--- config.mk ---
export PLATFORM = sky130hd
export DESIGN_NAME = bpnc_ctrl
export DESIGN_NICKNAME = d
export VERILOG_FILES = /design/src/hdl/bpnc_pkg.sv /design/src/hdl/bpnc_ctrl.sv
export SDC_FILE = /design/constraint.sdc
export NUM_CORES = 1
export LEC_CHECK = 0
export BUFFER_PORTS_ARGS = -buffer_cell sky130_fd_sc_hd__buf_2
export CORE_AREA = 8 8 50 52
export DETAILED_ROUTE_END_ITERATION = 16
export DIE_AREA = 0 0 58 60
export PLACE_DENSITY = 0.69
export RECOVER_POWER = 25
export SLEW_MARGIN = 20
export SYNTH_ARGS = -nofsm -noshare
export SYNTH_HDL_FRONTEND = slang
export SYNTH_SLANG_ARGS = --single-unit
--- constraint.sdc ---
create_clock -name clk -period 1.55 [get_ports clk]
set_input_delay 0.31 -clock clk [delete_from_list [all_inputs] [get_ports clk]]
set_output_delay 0.31 -clock clk [all_outputs]
set_load 0.01 [all_outputs]
--- src/hdl/bpnc_pkg.sv ---
package bpnc_pkg;

    localparam int MAX_NODES_DEF = 1024;
    localparam int FRAC_BITS_DEF = 16;

    // ln(2) in Q28 and ln(2*pi) in Q32
    localparam logic [27:0] LN2_Q28    = 28'd186065280;
    localparam logic [32:0] LN_2PI_Q32 = 33'd7893621895;

    typedef enum logic [1:0] {
        OP_TIP      = 2'd0,
        OP_INTERNAL = 2'd1,
        OP_ROOT     = 2'd2
    } op_t;

    typedef enum logic [1:0] {
        DIV_MEAN = 2'd0,
        DIV_VAR  = 2'd1,
        DIV_SQ   = 2'd2
    } div_sel_t;

    typedef enum logic [4:0] {
        ST_IDLE,
        ST_RD_R,
        ST_RD_L,
        ST_LAT_L,
        ST_SUM,
        ST_MUL_A,
        ST_MUL_B,
        ST_MUL_C,
        ST_MUL_D,
        ST_NUM,
        ST_DM_GO,
        ST_DM_WAIT,
        ST_DV_GO,
        ST_DV_WAIT,
        ST_DQ_GO,
        ST_DQ_WAIT,
        ST_LOG_WAIT,
        ST_LT,
        ST_FIN
    } state_t;

    typedef enum logic [2:0] {
        LG_IDLE,
        LG_NORM,
        LG_SQR,
        LG_MULF,
        LG_SUMS
    } log_phase_t;

    typedef struct packed {
        logic     capture;
        logic     rd_left;
        logic     lat_right;
        logic     lat_left;
        logic     sum;
        logic     mul_a;
        logic     mul_b;
        logic     mul_c;
        logic     mul_d;
        logic     num;
        logic     log_start;
        logic     div_start;
        div_sel_t div_sel;
        logic     take_mean;
        logic     take_var;
        logic     take_sq;
        logic     fin_lt;
        logic     load_out;
    } cmd_t;

    typedef struct packed {
        logic [1:0] op;
        logic       zero_sum;
        logic       div_done;
        logic       log_done;
        logic       out_free;
    } sts_t;

endpackage

--- src/hdl/bpnc_ctrl.sv ---
module bpnc_ctrl
    import bpnc_pkg::*;
(
    input  logic clk,
    input  logic rst_n,
    input  logic request_valid,
    output logic request_ready,
    input  sts_t sts,
    output cmd_t cmd
);

    state_t state_reg, state_next;

    always_comb
    begin
        state_next = state_reg;
        case (state_reg)
            ST_IDLE:     if (request_valid) state_next = ST_RD_R;
            ST_RD_R:     state_next = (sts.op == OP_TIP) ? ST_FIN : ST_RD_L;
            ST_RD_L:     state_next = ST_LAT_L;
            ST_LAT_L:    state_next = ST_SUM;
            ST_SUM:      state_next = sts.zero_sum ? ST_FIN : ST_MUL_A;
            ST_MUL_A:    state_next = ST_MUL_B;
            ST_MUL_B:    state_next = ST_MUL_C;
            ST_MUL_C:    state_next = ST_MUL_D;
            ST_MUL_D:    state_next = ST_NUM;
            ST_NUM:      state_next = ST_DM_GO;
            ST_DM_GO:    state_next = ST_DM_WAIT;
            ST_DM_WAIT:  if (sts.div_done) state_next = ST_DV_GO;
            ST_DV_GO:    state_next = ST_DV_WAIT;
            ST_DV_WAIT:  if (sts.div_done) state_next = ST_DQ_GO;
            ST_DQ_GO:    state_next = ST_DQ_WAIT;
            ST_DQ_WAIT:  if (sts.div_done) state_next = ST_LOG_WAIT;
            ST_LOG_WAIT: if (sts.log_done) state_next = ST_LT;
            ST_LT:       state_next = ST_FIN;
            ST_FIN:      if (sts.out_free) state_next = ST_IDLE;
            default:     state_next = ST_IDLE;
        endcase
    end

    always_comb
    begin
        cmd           = '0;
        request_ready = 1'b0;
        case (state_reg)
            ST_IDLE:
            begin
                request_ready = 1'b1;
                cmd.capture   = request_valid;
            end
            ST_RD_L:     cmd.rd_left   = 1'b1;
            ST_LAT_L:
            begin
                cmd.rd_left   = 1'b1;
                cmd.lat_left  = 1'b1;
            end
            ST_SUM:      cmd.sum = 1'b1;
            ST_MUL_A:
            begin
                cmd.mul_a     = 1'b1;
                cmd.log_start = 1'b1;
            end
            ST_MUL_B:    cmd.mul_b = 1'b1;
            ST_MUL_C:    cmd.mul_c = 1'b1;
            ST_MUL_D:    cmd.mul_d = 1'b1;
            ST_NUM:      cmd.num = 1'b1;
            ST_DM_GO:
            begin
                cmd.div_start = 1'b1;
                cmd.div_sel   = DIV_MEAN;
            end
            ST_DM_WAIT:  cmd.take_mean = sts.div_done;
            ST_DV_GO:
            begin
                cmd.div_start = 1'b1;
                cmd.div_sel   = DIV_VAR;
            end
            ST_DV_WAIT:  cmd.take_var = sts.div_done;
            ST_DQ_GO:
            begin
                cmd.div_start = 1'b1;
                cmd.div_sel   = DIV_SQ;
            end
            ST_DQ_WAIT:  cmd.take_sq = sts.div_done;
            ST_LT:       cmd.fin_lt = 1'b1;
            ST_FIN:      cmd.load_out = sts.out_free;
            default:     cmd = '0;
        endcase
        // right child data arrives in the cycle after its read
        if (state_reg == ST_RD_L)
        begin
            cmd.lat_right = 1'b1;
        end
    end

    always_ff @(posedge clk or negedge rst_n)
    begin
        if (!rst_n)
        begin
            state_reg <= ST_IDLE;
        end
        else
        begin
            state_reg <= state_next;
        end
    end

endmodule

After elaboration in Yosys (flattened, before gate mapping)
Index checks and enable logic that the tools add are counted.
{ "totals": {"wordCells": 55, "register_bits": 5, "out_inout_bits": 20, "inputBits": 9} }
{ "classes": {"n_eq_ne": 24, "mux": 26, "n_reduce_logical": 4} }
{ "op_table": {"columns": ["operator", "n"], "rows": [
  ["$pmux W5 S19", 1],
  ["$eq A5 B4 Y1 const B", 8],
  ["$mux W5", 8],
  ["$eq A5 B3 Y1 const B", 4],
  ["$mux W1", 16],
  ["$eq A5 B5 Y1 const B", 3],
  ["$ne A2 B2 Y1 const B", 6],
  ["$eq A5 B2 Y1 const B", 2],
  ["$pmux W3 S3", 1],
  ["$reduce_and A6 Y1", 1],
  ["$eq A5 B1 Y1 const B", 1],
  ["$logic_not A5 Y1", 1],
  ["$logic_not A2 Y1", 1],
  ["$reduce_or A2 Y1", 1]
]} }

Depth between registers and ports, before layout
{ "logic_depth": {"ltp_word": 3, "depth_mapped": 5, "ltp_nobuf": 4} }

Worst setup path after synthesis
OpenSTA, ideal clock, no wires.
{ "synth_timing": {"path_kind": "register to register", "start": "register state_reg[4]", "end": "register state_reg[2]", "path_slack_ns": -0.150, "required_ns": 1.426, "setup_ns": 0.124, "t_arrival_ns": 1.576, "path_buffers": 1, "stages_incl_launch_ff": 6, "cell_sequence": "dfrtp_1 nand2b_4 or4b_1 buf_2 nor4b_1 a211o_1"} }
{ "synth_between": {"elab_chain_len": 3} }
{ "synth_rtl": {"columns": ["item", "line_no", "source"], "rows": [
  ["start: declaration", "bpnc_ctrl.sv:12", "state_t state_reg, state_next;"],
  ["start signal: assignment", "bpnc_ctrl.sv:104", "state_reg <= state_next;"],
  ["$eq A5 B4 Y1 (tied with other cells)", "bpnc_ctrl.sv:17", "case (state_reg)"],
  ["$ne A2 B2 Y1 (no line)", null, null],
  ["$reduce_and A6 Y1 (no line)", null, null]
]} }
Parallel ways exist; a longest one is shown, timed or not.
A chain may end at the register's enable or synchronous reset.

==> impl_results.md <==
- Worst skew pair latency: ~0.25 ns
- Crit Path Max Fanout: 2
- Top-count cell post-synth: nor2_1
- CTS tree: yes
- Maxcap violations: 0
- Diodes inserted: 0
- Worst-margin pin slew: around 0.29 ns
- Clk pwr share: roughly 6.3%
- CTS Buf Count: 3
- NetSw: about 1.2 mW
- Average vias per placed instance: 5.57
- Final setup viols: 23
- CTS clk-pin slew, worst paths: 0.05 ns
- Slew Limit Fails: 0
- Register area share after synthesis: 21.6%
- DRT antenna net count: 0
- Routed WL: between 2000 and 2500 um
- Worst Setup Start Kind: register
- Worst vdd ir: 0.919 mV
- PD cells: approximately 2300 nW/um^2
- Final Skew: between 0.002 and 0.003 ns
- Synth cell types: 36
- Root buffer cell: clkbuf_4
- GRT Util Overall: between 10% and 20%
- H-tree levels: 1
- Die width: between 50 and 60 um
- FMAX: between 0.5 and 0.6 GHz
- DP HPWL: ~1500 um
- Syn_nets: 94
- Syn-to-layout area delta: 93.7%
- I/O pin count: 29
- Clock buffer depth: 2
- Initial antenna violation count: 0
- DRC: 0
- Hold depth: 3
- RSZ-0062 raised after global routing: yes
- Setup crit end kind: primary output
- Setup CP Type: register to primary output
- Core Area: between 1500 and 2000 um^2
- Final GP Congestion: about 0.93
- FF-to-FF path depth: 5
- Comb power frac: 83.0%
- Post-synth ARST share: 100%
- Cell Area, Synth: between 500 and 600 um^2
- Num rows: 16
- Global-route wire length before repair: 3620 um
- PnR worst setup slack: -0.169 ns
- Dpl ws: -0.120 ns
- Port Buffer Count: 28
- Synth top area cells: dfrtp_1 (22%), nor2_1 (12%), nor3_1 (8.7%)
- Net Sw Frac: 47.8%
- Reg power frac: between 10% and 20%
- Routed length per instance: between 15 and 20 um
- Most used flip-flop cell after synthesis: dfrtp_1
- Pleak: approximately 0.54 nW
- Failing checks: setup timing
- Slew margin rel.: a little over 80%
- Final worst-path cycle share: 111%
- Commonest cells in the netlist: nor2_1 (18), nor3_1 (10), nand3_1 (6), dfrtp_1 (5)
- Initial core utilization: about a third
- DR pass1 iterations: 4
- Final hold vios: 0
- Number of synthesized flops with an enable pin: 0
- Routed vias: approximately 850
- Seq cells post-synth: 5
- Critical path required time: approximately 1.2 ns
- CP arrival: 1.41 ns
- Worst min path class: input port to register
- Largest net degree at the start of global routing: 11
- GRT Residual Overflow: 0
- Initial detailed-routing violation count: 8
- Die height: ~60 um
- Synth area leader: dfrtp_1
- Vias in the first global route: approximately 850
- Clock sink count: 5
- Post-Syn Instances: 85
- Fin util: 62.2%
- Warnings from Yosys: 0
- Max reg flops: 5
- Nets: approximately 140
- Tmin final: around 1.7 ns
- Syn avg cell area: a little under 7 um^2
- Layout cells sized above 1: between 60% and 70%
- P_int: 1.34 mW
- Status: complete, but fails checks
- Total die area: about 3500 um^2
- Post-synth top area share: between 20% and 30%
[power groups by stage]
stage	sequential, mW	clock [mW]	combinational [mW]
floorplan	0.260	0	0.886
global route	0.281	0.173	2.28
CTS	0.270	0.158	2.02
detailed placement	0.272	0	1.32
global placement	0.270	0	1.30
finish	0.276	0.160	2.12
[cell type report]
cell class,count,area [um^2]
fillers,153,682
multi-input cells,68,531
repair buffers,53,392
flip-flops and latches,5,126
clock buffers,4,26.3
inverters,4,22.5
well taps,18,22.5
[path summary, 6_finish.rpt]
check,startpoint,end,slack (ns)
worst min-delay path,sts[2],state_reg[0],0.42
worst max-delay path,state_reg[2],cmd[0],-0.17
min in group asynchronous,rst_n,state_reg[2],0.43
worst min register to register,state_reg[4],state_reg[3],0.65
worst max register to register,state_reg[3],state_reg[1],-0.12
max in group asynchronous,rst_n,state_reg[0],0.90
[layer usage]
layer	part of all wire, %	GRT usage [%]	vias to the layer above
li1	-	-	400
met1	39	12.6	397
met2	51	24.5	42
met3	6.8	3.66	8
met4	3.5	9.44	0
met5	0	0	-
[placed cells by master (no fill, tap or decap), types with 2 or more instances in the layout]
master | netlist | final
clkbuf_4 | 0 | 3
nor2_4 | 0 | 3
nand2_1 | 4 | 2
inv_1 | 4 | 2
buf_12 | 0 | 2
nand3_4 | 0 | 2
a31oi_1 | 3 | 3
dfrtp_1 | 5 | 4
nor3_2 | 0 | 6
buf_2 | 3 | 24
buf_6 | 0 | 8
nor2_2 | 0 | 2
nor3_1 | 10 | 3
clkbuf_1 | 4 | 2
buf_4 | 1 | 17
nand3_1 | 6 | 4
nand2b_4 | 1 | 2
nor2_1 | 18 | 13
[critical path, cell delays in order (launching register included)]
cell and delay [ns]:
dfrtp_1 0.39, or3b_4 0.41, buf_6 0.13, nor3_2 0.09, buf_2 0.15
[kinds of logic after synthesis]
group	count (synthesis)	share of synthesized area [%]
mux	1	1.73
flops	5	21.6
compound gates	13	18.2
buf+inv	12	9.09
simple gates	54	49.4
[timing repair]
action / 4_1_cts / 5_1_grt
buffers inserted: 14 / 0
endpoints found under the setup margin: 23 / 24
hold buffers: 1 / 0
pin swaps: 13 / 7
resized for setup: 38 / 10
hold endpoints to repair: 5 / 0
[stage by stage]
step	area, um^2	TNS [ns]	hold slack (ns)	power [mW]	std cells
floorplan	587	-0.208	0.0144	1.15	85
global placement	793	-0.170	0.127	1.57	134
detailed placement	793	-0.290	0.125	1.59	134
CTS	1090	-1.36	0.398	2.44	153
global route	1120	-2.86	0.413	2.73	152
finish	1120	-1.71	0.418	2.56	152
(Power assumes the default switching activity.)
